===== config.mk =====
export PLATFORM = sky130hd
export DESIGN_NAME = event_flag_group_with_waiters
export DESIGN_NICKNAME = d
export VERILOG_FILES = /design/src/hdl/efg_pkg.sv /design/src/hdl/efg_ram.sv /design/src/hdl/efg_front.sv /design/src/hdl/efg_back.sv /design/src/hdl/event_flag_group_with_waiters.sv
export SDC_FILE = /design/constraint.sdc
export NUM_CORES = 1
export LEC_CHECK = 0
export BUFFER_PORTS_ARGS = -buffer_cell sky130_fd_sc_hd__buf_2
export CAP_MARGIN = 0
export CORE_MARGIN = 8
export CORE_UTILIZATION = 30
export CTS_BUF_LIST = sky130_fd_sc_hd__clkbuf_16
export DETAILED_ROUTE_END_ITERATION = 7
export PLACE_DENSITY = 0.43
export SLEW_MARGIN = 20
export SYNTH_ARGS = -nofsm -noshare
export SYNTH_HDL_FRONTEND = slang
export SYNTH_SLANG_ARGS = --single-unit

===== constraint.sdc =====
create_clock -name clk_i -period 5.8 [get_ports clk_i]
set_clock_uncertainty 0.2 [all_clocks]
set_input_delay 1.16 -clock clk_i [delete_from_list [all_inputs] [get_ports clk_i]]
set_output_delay 1.16 -clock clk_i [all_outputs]
set_load 0.01 [all_outputs]

===== src/hdl/efg_pkg.sv =====
// Package for the event flag group block.
// Holds the shared constants, operation, status and back-end state codes, and the command struct.
// No dependencies.
package efg_pkg;

  localparam int unsigned FlagBitsDef   = 32;
  localparam int unsigned MaxWaitersDef = 8;
  localparam int unsigned TaskW         = 3;
  localparam int unsigned OpW           = 2;
  localparam int unsigned StatusW       = 3;
  localparam int unsigned QueueDepth    = 2;
  localparam int unsigned QPtrW         = $clog2(QueueDepth);
  localparam int unsigned QCntW         = $clog2(QueueDepth + 1);

  typedef enum logic [OpW-1:0] {
    OpWait    = 2'd0,
    OpTry     = 2'd1,
    OpNotify  = 2'd2,
    OpDestroy = 2'd3
  } op_e;

  typedef enum logic [StatusW-1:0] {
    StSatisfied    = 3'd0,
    StNotSatisfied = 3'd1,
    StQueued       = 3'd2,
    StWoken        = 3'd3,
    StReleased     = 3'd4,
    StFull         = 3'd5,
    StDone         = 3'd6
  } status_e;

  typedef enum logic [1:0] {
    BkIdle,
    BkWalk,
    BkFlush
  } back_state_e;

  typedef struct packed {
    op_e              op;
    logic             is_check;
    logic [TaskW-1:0] task_id;
    logic             for_set;
    logic             all;
    logic             consume;
    logic             set_mode;
  } cmd_ctrl_t;

endpackage


===== src/hdl/efg_ram.sv =====
// Generic single-write, single-read RAM with a registered read port.
// No dependencies.
module efg_ram #(
  parameter int unsigned WIDTH = 8,
  parameter int unsigned DEPTH = 8
) (
  input  logic                     clk_i,
  input  logic                     we_i,
  input  logic [$clog2(DEPTH)-1:0] waddr_i,
  input  logic [WIDTH-1:0]         wdata_i,
  input  logic [$clog2(DEPTH)-1:0] raddr_i,
  output logic [WIDTH-1:0]         rdata_o
);

  logic [WIDTH-1:0] mem_q [DEPTH];
  logic [WIDTH-1:0] rdata_q;

  always_ff @(posedge clk_i) begin
    if (we_i) begin
      mem_q[waddr_i] <= wdata_i;
    end
    rdata_q <= mem_q[raddr_i];
  end

  assign rdata_o = rdata_q;

endmodule


===== src/hdl/efg_front.sv =====
// Front end of the event flag group: accepts requests, decodes them and queues them.
// Depends on efg_pkg.
module efg_front #(
  parameter int unsigned FLAG_BITS = efg_pkg::FlagBitsDef
) (
  input  logic                        clk_i,
  input  logic                        rst_ni,
  input  logic                        start,
  output logic                        busy,
  input  logic [efg_pkg::OpW-1:0]     op_i,
  input  logic [efg_pkg::TaskW-1:0]   task_id_i,
  input  logic                        wait_for_set_i,
  input  logic                        wait_all_i,
  input  logic                        consume_i,
  input  logic                        set_mode_i,
  input  logic [FLAG_BITS-1:0]        mask_i,
  input  logic                        pop_i,
  output logic                        empty_o,
  output efg_pkg::cmd_ctrl_t          head_ctrl_o,
  output logic [FLAG_BITS-1:0]        head_mask_o
);
  import efg_pkg::*;

  cmd_ctrl_t            ctrl_q [QueueDepth];
  logic [FLAG_BITS-1:0] mask_q [QueueDepth];
  logic [QPtrW-1:0]     wr_ptr_q, wr_ptr_d;
  logic [QPtrW-1:0]     rd_ptr_q, rd_ptr_d;
  logic [QCntW-1:0]     count_q, count_d;
  cmd_ctrl_t            in_ctrl;
  logic                 push, pop;

  always_comb begin
    in_ctrl.op       = op_e'(op_i);
    in_ctrl.is_check = (op_e'(op_i) == OpWait) || (op_e'(op_i) == OpTry);
    in_ctrl.task_id  = task_id_i;
    in_ctrl.for_set  = wait_for_set_i;
    in_ctrl.all      = wait_all_i;
    in_ctrl.consume  = consume_i;
    in_ctrl.set_mode = set_mode_i;
  end

  assign busy    = (count_q == QCntW'(QueueDepth));
  assign empty_o = (count_q == '0);
  assign push    = start && !busy;
  assign pop     = pop_i && !empty_o;

  always_comb begin
    wr_ptr_d = wr_ptr_q;
    rd_ptr_d = rd_ptr_q;
    count_d  = count_q;
    if (push) begin
      wr_ptr_d = wr_ptr_q + 1'b1;
    end
    if (pop) begin
      rd_ptr_d = rd_ptr_q + 1'b1;
    end
    if (push && !pop) begin
      count_d = count_q + 1'b1;
    end else if (pop && !push) begin
      count_d = count_q - 1'b1;
    end
  end

  always_ff @(posedge clk_i or negedge rst_ni) begin
    if (!rst_ni) begin
      wr_ptr_q <= '0;
      rd_ptr_q <= '0;
      count_q  <= '0;
    end else begin
      wr_ptr_q <= wr_ptr_d;
      rd_ptr_q <= rd_ptr_d;
      count_q  <= count_d;
    end
  end

  always_ff @(posedge clk_i) begin
    if (push) begin
      ctrl_q[wr_ptr_q] <= in_ctrl;
      mask_q[wr_ptr_q] <= mask_i;
    end
  end

  assign head_ctrl_o = ctrl_q[rd_ptr_q];
  assign head_mask_o = mask_q[rd_ptr_q];

endmodule


===== src/hdl/efg_back.sv =====
// Back end of the event flag group: flag word, waiter table and result generation.
// Depends on efg_pkg and efg_ram.
module efg_back #(
  parameter int unsigned FLAG_BITS   = efg_pkg::FlagBitsDef,
  parameter int unsigned MAX_WAITERS = efg_pkg::MaxWaitersDef
) (
  input  logic                              clk_i,
  input  logic                              rst_ni,
  input  logic                              empty_i,
  input  efg_pkg::cmd_ctrl_t                head_ctrl_i,
  input  logic [FLAG_BITS-1:0]              head_mask_i,
  output logic                              pop_o,
  input  logic                              cfg_we_i,
  input  logic [FLAG_BITS-1:0]              initial_flags_i,
  output logic                              result_valid_o,
  output logic [efg_pkg::StatusW-1:0]       status_o,
  output logic [efg_pkg::TaskW-1:0]         result_task_o,
  output logic [FLAG_BITS-1:0]              result_flags_o,
  output logic [FLAG_BITS-1:0]              flags_now_o,
  output logic [$clog2(MAX_WAITERS+1)-1:0]  waiter_count_o,
  output logic                              last_o
);
  import efg_pkg::*;

  localparam int unsigned AW = $clog2(MAX_WAITERS);
  localparam int unsigned CW = $clog2(MAX_WAITERS + 1);
  localparam int unsigned EW = TaskW + 3 + FLAG_BITS;

  back_state_e          state_q, state_d;
  logic [FLAG_BITS-1:0] flags_q, flags_d;
  logic [CW-1:0]        total_q, total_d;
  logic [CW-1:0]        cnt_q, cnt_d;
  logic [CW-1:0]        idx_q, idx_d, idx_inc;
  logic [CW-1:0]        wp_q, wp_d;

  logic                 ram_we;
  logic [AW-1:0]        ram_waddr, ram_raddr;
  logic [EW-1:0]        ram_wdata, entry;

  logic [TaskW-1:0]     ent_task;
  logic                 ent_set, ent_all, ent_cons;
  logic [FLAG_BITS-1:0] ent_req;

  logic [FLAG_BITS-1:0] chk_req, chk_match, chk_flags;
  logic                 chk_set, chk_all, chk_cons, chk_ok;

  logic                 valid_q, valid_d;
  status_e              status_q, status_d;
  logic [TaskW-1:0]     task_q, task_d;
  logic [FLAG_BITS-1:0] rflags_q, rflags_d;
  logic [FLAG_BITS-1:0] fnow_q;
  logic [CW-1:0]        wcount_q;
  logic                 last_q, last_d;

  efg_ram #(
    .WIDTH(EW),
    .DEPTH(MAX_WAITERS)
  ) u_table (
    .clk_i  (clk_i),
    .we_i   (ram_we),
    .waddr_i(ram_waddr),
    .wdata_i(ram_wdata),
    .raddr_i(ram_raddr),
    .rdata_o(entry)
  );

  assign {ent_task, ent_set, ent_all, ent_cons, ent_req} = entry;
  assign idx_inc = idx_q + 1'b1;

  always_comb begin
    if (state_q == BkIdle) begin
      chk_req  = head_mask_i;
      chk_set  = head_ctrl_i.for_set;
      chk_all  = head_ctrl_i.all;
      chk_cons = head_ctrl_i.consume;
    end else begin
      chk_req  = ent_req;
      chk_set  = ent_set;
      chk_all  = ent_all;
      chk_cons = ent_cons;
    end
    chk_match = (chk_set ? flags_q : ~flags_q) & chk_req;
    chk_ok    = chk_all ? (chk_match == chk_req) : (|chk_match);
    chk_flags = flags_q;
    if (chk_ok && chk_cons) begin
      chk_flags = chk_set ? (flags_q & ~chk_req) : (flags_q | chk_req);
    end
  end

  always_comb begin
    state_d   = state_q;
    flags_d   = flags_q;
    total_d   = total_q;
    cnt_d     = cnt_q;
    idx_d     = idx_q;
    wp_d      = wp_q;
    pop_o     = 1'b0;
    ram_we    = 1'b0;
    ram_waddr = wp_q[AW-1:0];
    ram_wdata = entry;
    ram_raddr = (state_q == BkIdle) ? '0 : idx_inc[AW-1:0];
    valid_d   = 1'b0;
    status_d  = StDone;
    task_d    = '0;
    rflags_d  = '0;
    last_d    = 1'b0;

    case (state_q)
      BkIdle: begin
        if (!empty_i) begin
          pop_o = 1'b1;
          idx_d = '0;
          wp_d  = '0;
          cnt_d = total_q;
          if (head_ctrl_i.is_check) begin
            valid_d  = 1'b1;
            last_d   = 1'b1;
            task_d   = head_ctrl_i.task_id;
            rflags_d = chk_match;
            if (chk_ok) begin
              status_d = StSatisfied;
              flags_d  = chk_flags;
            end else if (head_ctrl_i.op == OpTry) begin
              status_d = StNotSatisfied;
            end else if (total_q == CW'(MAX_WAITERS)) begin
              status_d = StFull;
            end else begin
              status_d  = StQueued;
              ram_we    = 1'b1;
              ram_waddr = total_q[AW-1:0];
              ram_wdata = {head_ctrl_i.task_id, head_ctrl_i.for_set, head_ctrl_i.all,
                           head_ctrl_i.consume, head_mask_i};
              total_d   = total_q + 1'b1;
            end
          end else if (head_ctrl_i.op == OpNotify) begin
            flags_d = head_ctrl_i.set_mode ? (flags_q | head_mask_i)
                                           : (flags_q & ~head_mask_i);
            state_d = BkWalk;
          end else begin
            state_d = BkFlush;
          end
        end
      end
      BkWalk: begin
        if (idx_q < cnt_q) begin
          idx_d = idx_inc;
          if (chk_ok) begin
            valid_d  = 1'b1;
            status_d = StWoken;
            task_d   = ent_task;
            rflags_d = chk_match;
            flags_d  = chk_flags;
            total_d  = total_q - 1'b1;
          end else begin
            ram_we = 1'b1;
            wp_d   = wp_q + 1'b1;
          end
        end else begin
          valid_d = 1'b1;
          last_d  = 1'b1;
          state_d = BkIdle;
        end
      end
      BkFlush: begin
        if (idx_q < cnt_q) begin
          idx_d    = idx_inc;
          valid_d  = 1'b1;
          status_d = StReleased;
          task_d   = ent_task;
          rflags_d = ent_req;
          total_d  = total_q - 1'b1;
        end else begin
          valid_d = 1'b1;
          last_d  = 1'b1;
          state_d = BkIdle;
        end
      end
      default: begin
        state_d = BkIdle;
      end
    endcase

    if (cfg_we_i) begin
      flags_d = initial_flags_i;
    end
  end

  always_ff @(posedge clk_i or negedge rst_ni) begin
    if (!rst_ni) begin
      state_q <= BkIdle;
      flags_q <= '0;
      total_q <= '0;
      cnt_q   <= '0;
      idx_q   <= '0;
      wp_q    <= '0;
      valid_q <= 1'b0;
    end else begin
      state_q <= state_d;
      flags_q <= flags_d;
      total_q <= total_d;
      cnt_q   <= cnt_d;
      idx_q   <= idx_d;
      wp_q    <= wp_d;
      valid_q <= valid_d;
    end
  end

  always_ff @(posedge clk_i) begin
    status_q <= status_d;
    task_q   <= task_d;
    rflags_q <= rflags_d;
    fnow_q   <= flags_d;
    wcount_q <= total_d;
    last_q   <= last_d;
  end

  assign result_valid_o = valid_q;
  assign status_o       = status_q;
  assign result_task_o  = task_q;
  assign result_flags_o = rflags_q;
  assign flags_now_o    = fnow_q;
  assign waiter_count_o = wcount_q;
  assign last_o         = last_q && valid_q;

endmodule


===== src/hdl/event_flag_group_with_waiters.sv =====
// Top level of the event flag group with an ordered table of waiting tasks.
// Depends on efg_pkg, efg_front and efg_back.
//
// A request is taken at a rising edge with start high and busy low. It enters a
// two-entry command queue, so up to two requests can be taken while the back end
// is still working. Configuration is a single register: cfg_we_i loads
// initial_flags_i into the flag word; write it only while the block is idle.
//
// Results come out one per cycle at most, each marked by result_valid_o for a
// single cycle; last_o marks the final result of a request. A wait or try gives
// its one result through the command queue and the result registers, and is
// decided without leaving the idle state. Notify and destroy hold the back end
// while the walk reads the n queued waiters, one table entry per cycle from the
// waiter RAM. Destroy results arrive on consecutive cycles; notify has gaps for
// waiters that stay queued.
//
// Reset clears the flag word, the waiter count and the queue; table contents are
// left as they are. The receiver cannot stall, so results are never held.
module event_flag_group_with_waiters #(
  parameter int unsigned FLAG_BITS   = efg_pkg::FlagBitsDef,
  parameter int unsigned MAX_WAITERS = efg_pkg::MaxWaitersDef
) (
  input  logic                              clk_i,
  input  logic                              rst_ni,
  input  logic                              start,
  output logic                              busy,
  input  logic [efg_pkg::OpW-1:0]           op_i,
  input  logic [efg_pkg::TaskW-1:0]         task_id_i,
  input  logic                              wait_for_set_i,
  input  logic                              wait_all_i,
  input  logic                              consume_i,
  input  logic                              set_mode_i,
  input  logic [FLAG_BITS-1:0]              mask_i,
  input  logic                              cfg_we_i,
  input  logic [FLAG_BITS-1:0]              initial_flags_i,
  output logic                              result_valid_o,
  output logic [efg_pkg::StatusW-1:0]       status_o,
  output logic [efg_pkg::TaskW-1:0]         result_task_o,
  output logic [FLAG_BITS-1:0]              result_flags_o,
  output logic [FLAG_BITS-1:0]              flags_now_o,
  output logic [$clog2(MAX_WAITERS+1)-1:0]  waiter_count_o,
  output logic                              last_o
);
  import efg_pkg::*;

  cmd_ctrl_t            head_ctrl;
  logic [FLAG_BITS-1:0] head_mask;
  logic                 q_empty;
  logic                 q_pop;

  efg_front #(
    .FLAG_BITS(FLAG_BITS)
  ) u_front (
    .clk_i         (clk_i),
    .rst_ni        (rst_ni),
    .start         (start),
    .busy          (busy),
    .op_i          (op_i),
    .task_id_i     (task_id_i),
    .wait_for_set_i(wait_for_set_i),
    .wait_all_i    (wait_all_i),
    .consume_i     (consume_i),
    .set_mode_i    (set_mode_i),
    .mask_i        (mask_i),
    .pop_i         (q_pop),
    .empty_o       (q_empty),
    .head_ctrl_o   (head_ctrl),
    .head_mask_o   (head_mask)
  );

  efg_back #(
    .FLAG_BITS  (FLAG_BITS),
    .MAX_WAITERS(MAX_WAITERS)
  ) u_back (
    .clk_i          (clk_i),
    .rst_ni         (rst_ni),
    .empty_i        (q_empty),
    .head_ctrl_i    (head_ctrl),
    .head_mask_i    (head_mask),
    .pop_o          (q_pop),
    .cfg_we_i       (cfg_we_i),
    .initial_flags_i(initial_flags_i),
    .result_valid_o (result_valid_o),
    .status_o       (status_o),
    .result_task_o  (result_task_o),
    .result_flags_o (result_flags_o),
    .flags_now_o    (flags_now_o),
    .waiter_count_o (waiter_count_o),
    .last_o         (last_o)
  );

  a_done_is_last: assert property (@(posedge clk_i) disable iff (!rst_ni)
    (result_valid_o && (status_o == StDone)) |-> last_o)
    else $error("Completion result without last marker.");

  a_queued_has_waiter: assert property (@(posedge clk_i) disable iff (!rst_ni)
    (result_valid_o && (status_o == StQueued)) |-> (waiter_count_o != '0))
    else $error("Queued result reports an empty waiter table.");

  a_count_bound: assert property (@(posedge clk_i) disable iff (!rst_ni)
    result_valid_o |-> (waiter_count_o <= ($clog2(MAX_WAITERS+1))'(MAX_WAITERS)))
    else $error("Waiter count exceeds table depth.");

  a_release_keeps_flags: assert property (@(posedge clk_i) disable iff (!rst_ni)
    (result_valid_o && (status_o == StReleased) && !cfg_we_i)
      |=> (!result_valid_o || $stable(flags_now_o)))
    else $error("Flag word changed during release.");

endmodule


==> results.cfg, run 1 <==
[grt]
grt_usage_pct = 18.3
grt_pass1_wl_microns = 128000
grt_max_degree = 115
antenna_found_initial = 5
grt_pass1_vias = 18100
grt_overflow = 0

[drt]
routed_wl_microns = 86900
vias_per_cell = 5.36
drtIter0Drc = 1857
via_count = 18400
drc = 0
avgRoutedWirePerCell_microns = 25.4
ant_nets = 0
drt-pass1-iter-count = 6

[floorplanning]
rows = 105
dieHeight_microns = 304
coreArea_sq_um = 82000
die_area_sq_um = 92200
ios = 154
die_w_microns = 304
initial_core_util_pct = 30.3

[timing]
min_period_ps = 5340
hold_viol = 0
period_share_pct = 92.1
setup-tns-final_ps = 0
worst_slew_pin_slew_ps = 1190
drv_slew = 0
max_slew_margin_pct = 20.7
rsz0062_at_grt = false
max_freq_mhz = 187
finalSetupViolCount = 0

[placed_design]
dp_hpwl_microns = 57700
gp_congestion = 0.906
portBuffers = 153

[clocking]
htree_levels = 3
postCtsSetupBuffers = 0
clock-sinks = 555
cts_buffer_depth = 3
clock_latency_ps = 610
ctsResizeCount = 0
cts_root_buffer = clkbuf_16
cts_buffers = 66
postCtsHoldBufs = 0
cts_tree = yes
clk_pin_slew_ps = 60

[synth]
synthTopCellsByCount = edfxtp_1 (388), nand2_1 (317), o21ai_0 (196), dfxtp_1 (113), clkbuf_1 (111)
synth_nets = 2219
synth_cells = 2130
synth_cell_types = 70
synth_top_family_by_area = compound AO/OA/AOI/OAI gates
syn_area_sq_um = 24800
synth-simple-area-share_pct = 12.7
yosysWarnings = 0
async_flop_share_pct = 9.73
synth-edff-count = 388
ys_top_cells_by_area = edfxtp_1 (47%), dfxtp_1 (9.1%), dfrtp_1 (5.4%), nand2_1 (4.8%), o21ai_0 (4.0%)
synth-seq-area-share_pct = 61.5
yosys.cell_count.top_type = edfxtp_1
syn_avg_cell_area_sq_um = 11.7
synth_top_area_share_pct = 46.9
synth_fa_ha_area_share_pct = 0.605
synthMuxAreaShare_pct = 5.87
synth-seq-cells = 555
yosys.area.top_type = edfxtp_1
synth-xor-area-share_pct = 1.38
synth-main-ff-cell = edfxtp_1
synth_compound_area_share_pct = 14.4

[cells_and_area]
drive_gt1_share_pct = 20.8
diodes = 0
nFillCells = 8099
syn_to_final_growth_pct = 19.3
multiInputGateArea_sq_um = 8860
seqCellArea_sq_um = 15300
fin_nets = 2392

[worst_setup_path]
end_kind = flip-flop
cp-start-kind = flip-flop
arrival_ps = 5570
cp_data_required_time_ps = 6030
worstPathMaxFanout = 38
worstSetupPathType = reg -> reg

[power_and_ir_drop]
finalPower_mw = 20.2
leakage_nw = 10.8
power.density_nw_per_um2 = 680
vdd_drop_max_mv = 0.302

[min_path]
hp-class = reg -> reg

[outcome]
status = completed

[flow_run]
cap_viol_max_count = 0
[per-stage QoR]
| step | area (sq um) | util (%) | hold slack (ps) | setup WS [ps] | instances |
|---|---|---|---|---|---|
| floorplan | 24800 | - | 250 | 557 | 2130 |
| CTS | 29600 | 36.1 | 293 | 515 | 3426 |
| finish | 29600 | 36.1 | 290 | 460 | 3426 |
| detailed placement | 27500 | 33.5 | 278 | 543 | 3305 |
| global placement | 27400 | 33.5 | 274 | 558 | 3305 |
| global route | 29600 | 36.1 | 315 | 255 | 3426 |
[flip-flops by register name, summed over array words and instances (netlist names), 2 cells and up]
signal and count:
u_back.result_flags_o 32, u_back.u_table.rdata_o 38, u_back.state_q 2, u_back.result_task_o 3, u_back.flags_q 32, u_back.flags_now_o 32, u_back.waiter_count_o 4, u_front.ctrl_q 20
u_back.status_o 3, u_front.mask_q 64, u_back.total_q 4, u_back.cnt_q 4, u_front.count_q 2, u_back.u_table.mem_q 304, u_back.wp_q 3, u_back.idx_q 4
[routing by layer]
metal	wire [microns]	global-route usage (%)
met3	5950	3.52
met2	37100	27.0
met5	0	0
met4	2180	4.82
met1	41700	27.1
[placed cells by master (no fill, tap or decap), drive strengths merged, types with 35 or more instances in the layout]
| cell type | instances |
|---|---|
| inv | 76 |
| dfxtp | 113 |
| buf | 267 |
| a211oi | 40 |
| nand2 | 317 |
| a21oi | 61 |
| nand3 | 79 |
| or2 | 44 |
| mux4 | 38 |
| edfxtp | 388 |
| clkbuf | 67 |
| o21ai | 199 |
| or3 | 46 |
| mux2i | 46 |
| dfrtp | 54 |
| nor2 | 88 |
| xnor2 | 37 |
| a32o | 35 |
[layout make-up]
cell class / instances / area share (%)
sequential: 555 / 51.5
clock inverter: 54 / 1.66
inverter: 57 / 0.722
multi-input combinational: 1356 / 29.9
clock buffer: 67 / 5.66
tap: 1070 / 4.52
timing repair buffer: 267 / 5.98
[power breakdown]
part | internal [mW] | switching, mW | total, mW
registers | 5.69 | 0.786 | 6.47
clock network | 2.40 | 1.71 | 4.11
logic | 3.23 | 6.34 | 9.57
total | 11.3 | 8.84 | 20.2
[logic make-up after synthesis]
family / count (synthesis)
and+or+nand+nor: 682
DFF: 555
AOI/OAI and AO/OA: 529
buffers and inverters: 219
muxes: 94
xor gates and xnor gates: 39
adders and majority gates: 12
[worst max-delay path: stages (launching register included)]
cell and delay, ps:
dfrtp_4 1000, mux2i_1 620, a21oi_1 410, a211oi_1 460
and4b_1 250, a22o_1 180, a31oi_4 240, buf_4 370
nor3_4 420, buf_12 240, nor2_1 70, nor3_1 590
[worst paths after layout]
| check | startpoint | endpoint | slack (ps) | cells past startpoint |
|---|---|---|---|---|
| max in group asynchronous | rst_ni | u_front.rd_ptr_q | 4260 | 2 |
| min in group asynchronous | rst_ni | u_back.cnt_q[2] | 530 | 2 |
| worst max-delay path | u_front.rd_ptr_q | u_back.flags_now_o[11] | 460 | 11 |
| worst max register to register | u_front.rd_ptr_q | u_back.flags_now_o[11] | 460 | 11 |
| worst min register to register | u_back.cnt_q[0] | u_back.cnt_q[0] | 290 | 2 |
| worst min-delay path | u_back.cnt_q[0] | u_back.cnt_q[0] | 290 | 2 |
Power figures use the tool's default switching activity.
==> run 2: changes to the inputs <==
--- a/config.mk
+++ b/config.mk
@@ -5,13 +5,13 @@
 export SDC_FILE = /design/constraint.sdc
 export NUM_CORES = 1
 export LEC_CHECK = 0
-export BUFFER_PORTS_ARGS = -buffer_cell sky130_fd_sc_hd__buf_2
 export CAP_MARGIN = 0
 export CORE_MARGIN = 8
 export CORE_UTILIZATION = 30
 export CTS_BUF_LIST = sky130_fd_sc_hd__clkbuf_16
 export DETAILED_ROUTE_END_ITERATION = 7
-export PLACE_DENSITY = 0.43
+export DONT_BUFFER_PORTS = 1
+export PLACE_DENSITY = 0.42
 export SLEW_MARGIN = 20
 export SYNTH_ARGS = -nofsm -noshare
 export SYNTH_HDL_FRONTEND = slang
==> run 2 against run 1 <==
  * Combinational power fell by 2%
  * Critical path depth fell by 1
  * Cell count fell by 3.7%
  * Flip-flop and latch count did not move
  * Sequential share of layout area rose by 1.3 points
  * Critical path type unchanged
  * Largest cell class unchanged
==> results.cfg, run 2 (synthesis results as in run 1) <==
[placed_design]
dp_hpwl_microns = 59300
portBuffers = 0
gp_congestion = 0.932

[timing]
finalSetupViolCount = 0
max_slew_margin_pct = 35.3
worst_slew_pin_slew_ps = 970
setup-tns-final_ps = 0
hold_viol = 0
rsz0062_at_grt = false
period_share_pct = 85.0
max_freq_mhz = 203
min_period_ps = 4930
drv_slew = 0

[power_and_ir_drop]
finalPower_mw = 19.8
power.density_nw_per_um2 = 685
leakage_nw = 10.2
vdd_drop_max_mv = 0.257

[grt]
grt_busiest_layer = met2
grt_pass1_vias = 16900
grt_max_degree = 87
grt_pass1_wl_microns = 128000
grt_util_met1_pct = 27.2
grt_util_met3_pct = 4.25
grt.met2_usage_pct = 27.9
antenna_found_initial = 8
grt_overflow = 0
grt_usage_pct = 18.6

[floorplanning]
rows = 105
die_area_sq_um = 92200
initial_core_util_pct = 30.3
dieHeight_microns = 304
ios = 154
die_w_microns = 304
coreArea_sq_um = 82000

[worst_setup_path]
cp_num_buf_inv = 2
crit_chain = buf_4 > mux2i_1 > a21oi_1 > a222oi_1 > nand4_1 > a22o_1 > nor3_4 > o21ai_4 > buf_12 > o21ai_0
end_kind = flip-flop
cpMaxStageDelayCell = dfrtp_4
cp-start-kind = flip-flop
worstSetupPathType = reg -> reg
arrival_ps = 5050
cpPeakStageDelay_ps = 850
cp_data_required_time_ps = 5920
worstPathMaxFanout = 37
cp_top_family = compound AO/OA/AOI/OAI gates

[clocking]
htree_levels = 2
clock_latency_ps = 660
cts_buffers = 59
cts_buffer_depth = 3
cts_tree = yes
cts_root_buffer = clkbuf_16
ctsResizeCount = 0
clock-sinks = 555
clk_pin_slew_ps = 60

[drt]
ant_nets = 0
via_count = 18000
drtIter0Drc = 1850
drt-pass1-iter-count = 5
vias_per_cell = 5.44
routed_wl_microns = 89300
drc = 0
avgRoutedWirePerCell_microns = 27.1

[cells_and_area]
nFillCells = 8130
drive_gt1_share_pct = 16.5
syn_to_final_growth_pct = 16.5
largest_reg_flops = 304
final_cell_mix = edfxtp_1 (388), nand2_1 (316), o21ai_0 (196), buf_4 (126), dfxtp_1 (113)
fin_nets = 2262
regMostFlops = u_back.u_table.mem_q
layout_commonest_cell = edfxtp_1

[outcome]
status = completed

[min_path]
hp-class = in -> async

[flow_run]
cap_viol_max_count = 0
[run 2: final timing paths]
check	end	cells after the start	slack (ps)	startpoint
max	u_back.u_table.mem_q[2][32]	10	870	u_front.rd_ptr_q
min	u_back.flags_q[25]	1	190	rst_ni
max reg2reg	u_back.u_table.mem_q[2][32]	10	870	u_front.rd_ptr_q
min reg2reg	u_back.cnt_q[1]	2	280	u_back.cnt_q[1]
max in group asynchronous	u_back.flags_q[28]	1	3930	rst_ni
min in group clk_i	u_back.cnt_q[1]	2	280	u_back.cnt_q[1]
[run 2: cell type report]
| class | instances | area (sq um) | area share (%) |
|---|---|---|---|
| clock inverter | 51 | 389 | 1.35 |
| multi-input combinational | 1356 | 8870 | 30.7 |
| antenna | 5 | 12.5 | 0.0433 |
| timing repair buffer | 144 | 1290 | 4.47 |
| sequential | 555 | 15300 | 52.8 |
| inverter | 57 | 214 | 0.740 |
| tap | 1070 | 1340 | 4.63 |
| clock buffer | 61 | 1530 | 5.28 |
[run 2: where the power goes]
part / switching [mW] / internal (mW)
clock network: 1.67 / 2.06
logic: 6.19 / 3.21
registers: 0.980 / 5.69
total: 8.85 / 11.0
[run 2: timing repair]
action                                  4_1_cts  5_1_grt
hold buffers                                  3        0
buffers inserted                              0        0
hold endpoints to repair                     40        0
endpoints found under the setup margin        0        0
[run 2: per-layer routing]
| layer | part of all wire [%] | routed length [microns] |
|---|---|---|
| met4 | 2.0 | 1800 |
| met5 | 0.015 | 13 |
| met3 | 8.6 | 7650 |
| met1 | 46 | 41500 |
| met2 | 43 | 38400 |
[run 2: per-stage QoR]
stage | std cells | hold WS [ps] | util [%] | cell area (sq um) | setup WS (ps)
6_report | 3299 | 190 | 35.3 | 28900 | 870
5_1_grt | 3297 | 170 | 35.3 | 28900 | 639
4_1_cts | 3294 | 135 | 35.2 | 28900 | 844
3_5_place_dp | 3179 | 274 | 32.9 | 26900 | 862
3_3_place_gp | 3179 | 266 | 32.8 | 26900 | 1060
2_1_floorplan | 2130 | 250 | - | 24800 | 557
==> run 3: changes to the inputs <==
==> constraint.sdc (replaced) <==
create_clock -name clk_i -period 4.6 [get_ports clk_i]
set_clock_uncertainty 0.2 [all_clocks]
set_input_delay 0.92 -clock clk_i [delete_from_list [all_inputs] [get_ports clk_i]]
set_output_delay 0.92 -clock clk_i [all_outputs]
set_load 0.01 [all_outputs]
==> run 3 against run 2 <==
  * Global-route usage down 0.20 points
  * Sequential power increased by 25%
  * Maximum frequency increased by 10%
  * Highest routed layer unchanged
==> results.cfg, run 3 (synthesis results as in run 1) <==
[outcome]
status = completed

[placed_design]
placedCellCount = 3231
portBuffers = 0
dp_hpwl_microns = 60200
placed_area_sq_um = 27400
gp_congestion = 0.894

[timing]
period_share_pct = 97.2
finalSetupViolCount = 0
hold_viol = 0
min_period_ps = 4470
drv_slew = 0
rsz0062_at_grt = false
worst_slew_pin_slew_ps = 1200
max_freq_mhz = 224
whs_ps = 162
max_slew_margin_pct = 19.6

[floorplanning]
dieHeight_microns = 304
die_area_sq_um = 92200
initial_core_util_pct = 30.3
coreArea_sq_um = 82000
ios = 154
die_w_microns = 304
rows = 105

[cells_and_area]
drive_gt1_share_pct = 18.4
fin_nets = 2316
layout_commonest_cell = edfxtp_1
final_cell_mix = edfxtp_1 (388), nand2_1 (316), o21ai_0 (196), buf_4 (168), dfxtp_1 (113)
stdcell_area_sq_um = 29700
largest_reg_flops = 304
regMostFlops = u_back.u_table.mem_q
syn_to_final_growth_pct = 19.5
stdcell_count = 3352

[clocking]
clock_latency_ps = 650
clock-sinks = 555
cts_buffers = 61
clk_pin_slew_ps = 60
postCtsSetupBuffers = 0
postCtsHoldBufs = 2
cts_root_buffer = clkbuf_16
cts_tree = yes
cts_buffer_depth = 3
ctsResizeCount = 0
htree_levels = 2

[worst_setup_path]
rr_startpoint = u_front.rd_ptr_q
startpoint = u_front.rd_ptr_q
end_kind = flip-flop
cp_data_required_time_ps = 4860
crit_chain = buf_4 > mux2i_1 > buf_4 > a21oi_1 > a222oi_1 > and4b_1 > a22o_1 > a31oi_4 > buf_4 > nor3_4 > buf_12 > nand2_1 > a221oi_1
cp_top_family = compound AO/OA/AOI/OAI gates
cpMaxStageDelayCell = a221oi_1
cp_common_cell = buf_4
cp-start-kind = flip-flop
cp_num_buf_inv = 4
worstSetupPathType = reg -> reg
arrival_ps = 4730
cpPeakStageDelay_ps = 590
worstPathMaxFanout = 31

[drt]
via_count = 18000
avgRoutedWirePerCell_microns = 26.2
routed_wl_microns = 87900
drtIter0Drc = 1864
ant_nets = 0
drt-pass1-iter-count = 6
drc = 0
vias_per_cell = 5.38

[grt]
grt_pass1_wl_microns = 128000
grt_max_degree = 87
grt_usage_pct = 18.4
grt_overflow = 0
grt_pass1_vias = 17500
antenna_found_initial = 5

[power_and_ir_drop]
vdd_drop_max_mv = 0.394
leakage_nw = 10.6
power.density_nw_per_um2 = 878

[flow_run]
cap_viol_max_count = 0

[min_path]
hold_start = mask_i[1]
hp-class = in -> reg
run 3: per-stage QoR:
step           util, %  power (mW)  worst slack, ps  setup TNS, ps
6_report          36.2        26.0              129              0
5_1_grt           36.2        27.5             49.1              0
4_1_cts           36.1        26.1              230              0
3_5_place_dp      33.5        20.8              268              0
3_3_place_gp      33.5        20.7              326              0
2_1_floorplan        -        15.1             -525         -66220
run 3: final cells by class:
type                    instances  area [sq um]
multi-input cells            1356          8850
fillers                      8052         52300
well taps                    1070          1340
inverters                      57           214
clock inverters                52           549
flip-flops and latches        555         15300
repair buffers                196          1830
diodes                          2          5.00
clock buffers                  64          1600
run 3: report_power, final:
part	internal, mW	switching, mW	leakage (nW)	total (mW)
clock	3.08	2.10	1.11	5.18
sequential	7.17	1.14	5.13	8.31
combinational	4.61	7.93	4.35	12.5
run 3: worst paths after layout:
kind	end	slack [ps]	cells after the start
worst min register to register	u_back.cnt_q[0]	280	2
worst min-delay path	u_front.mask_q[0][1]	160	0
max in group asynchronous	u_front.rd_ptr_q	3210	2
worst max-delay path	u_back.flags_now_o[17]	130	13
min in group asynchronous	u_back.idx_q[3]	600	2
worst max register to register	u_back.flags_now_o[17]	130	13
run 3: layer usage:
metal / vias up / track usage, % / routed length [microns]
li1: 8157 / - / -
met1: 9032 / 26.8 / 41200
met2: 700 / 26.9 / 37000
met3: 128 / 4.80 / 7430
met4: 2 / 4.78 / 2210
met5: - / 0 / 17
run 3: worst reg2reg max path: stages (launching register included):
cell and delay (ps):
dfrtp_4 420, buf_4 330, mux2i_1 280, buf_4 220, a21oi_1 160, a222oi_1 570, and4b_1 280, a22o_1 180
a31oi_4 150, buf_4 280, nor3_4 250, buf_12 250, nand2_1 110, a221oi_1 590
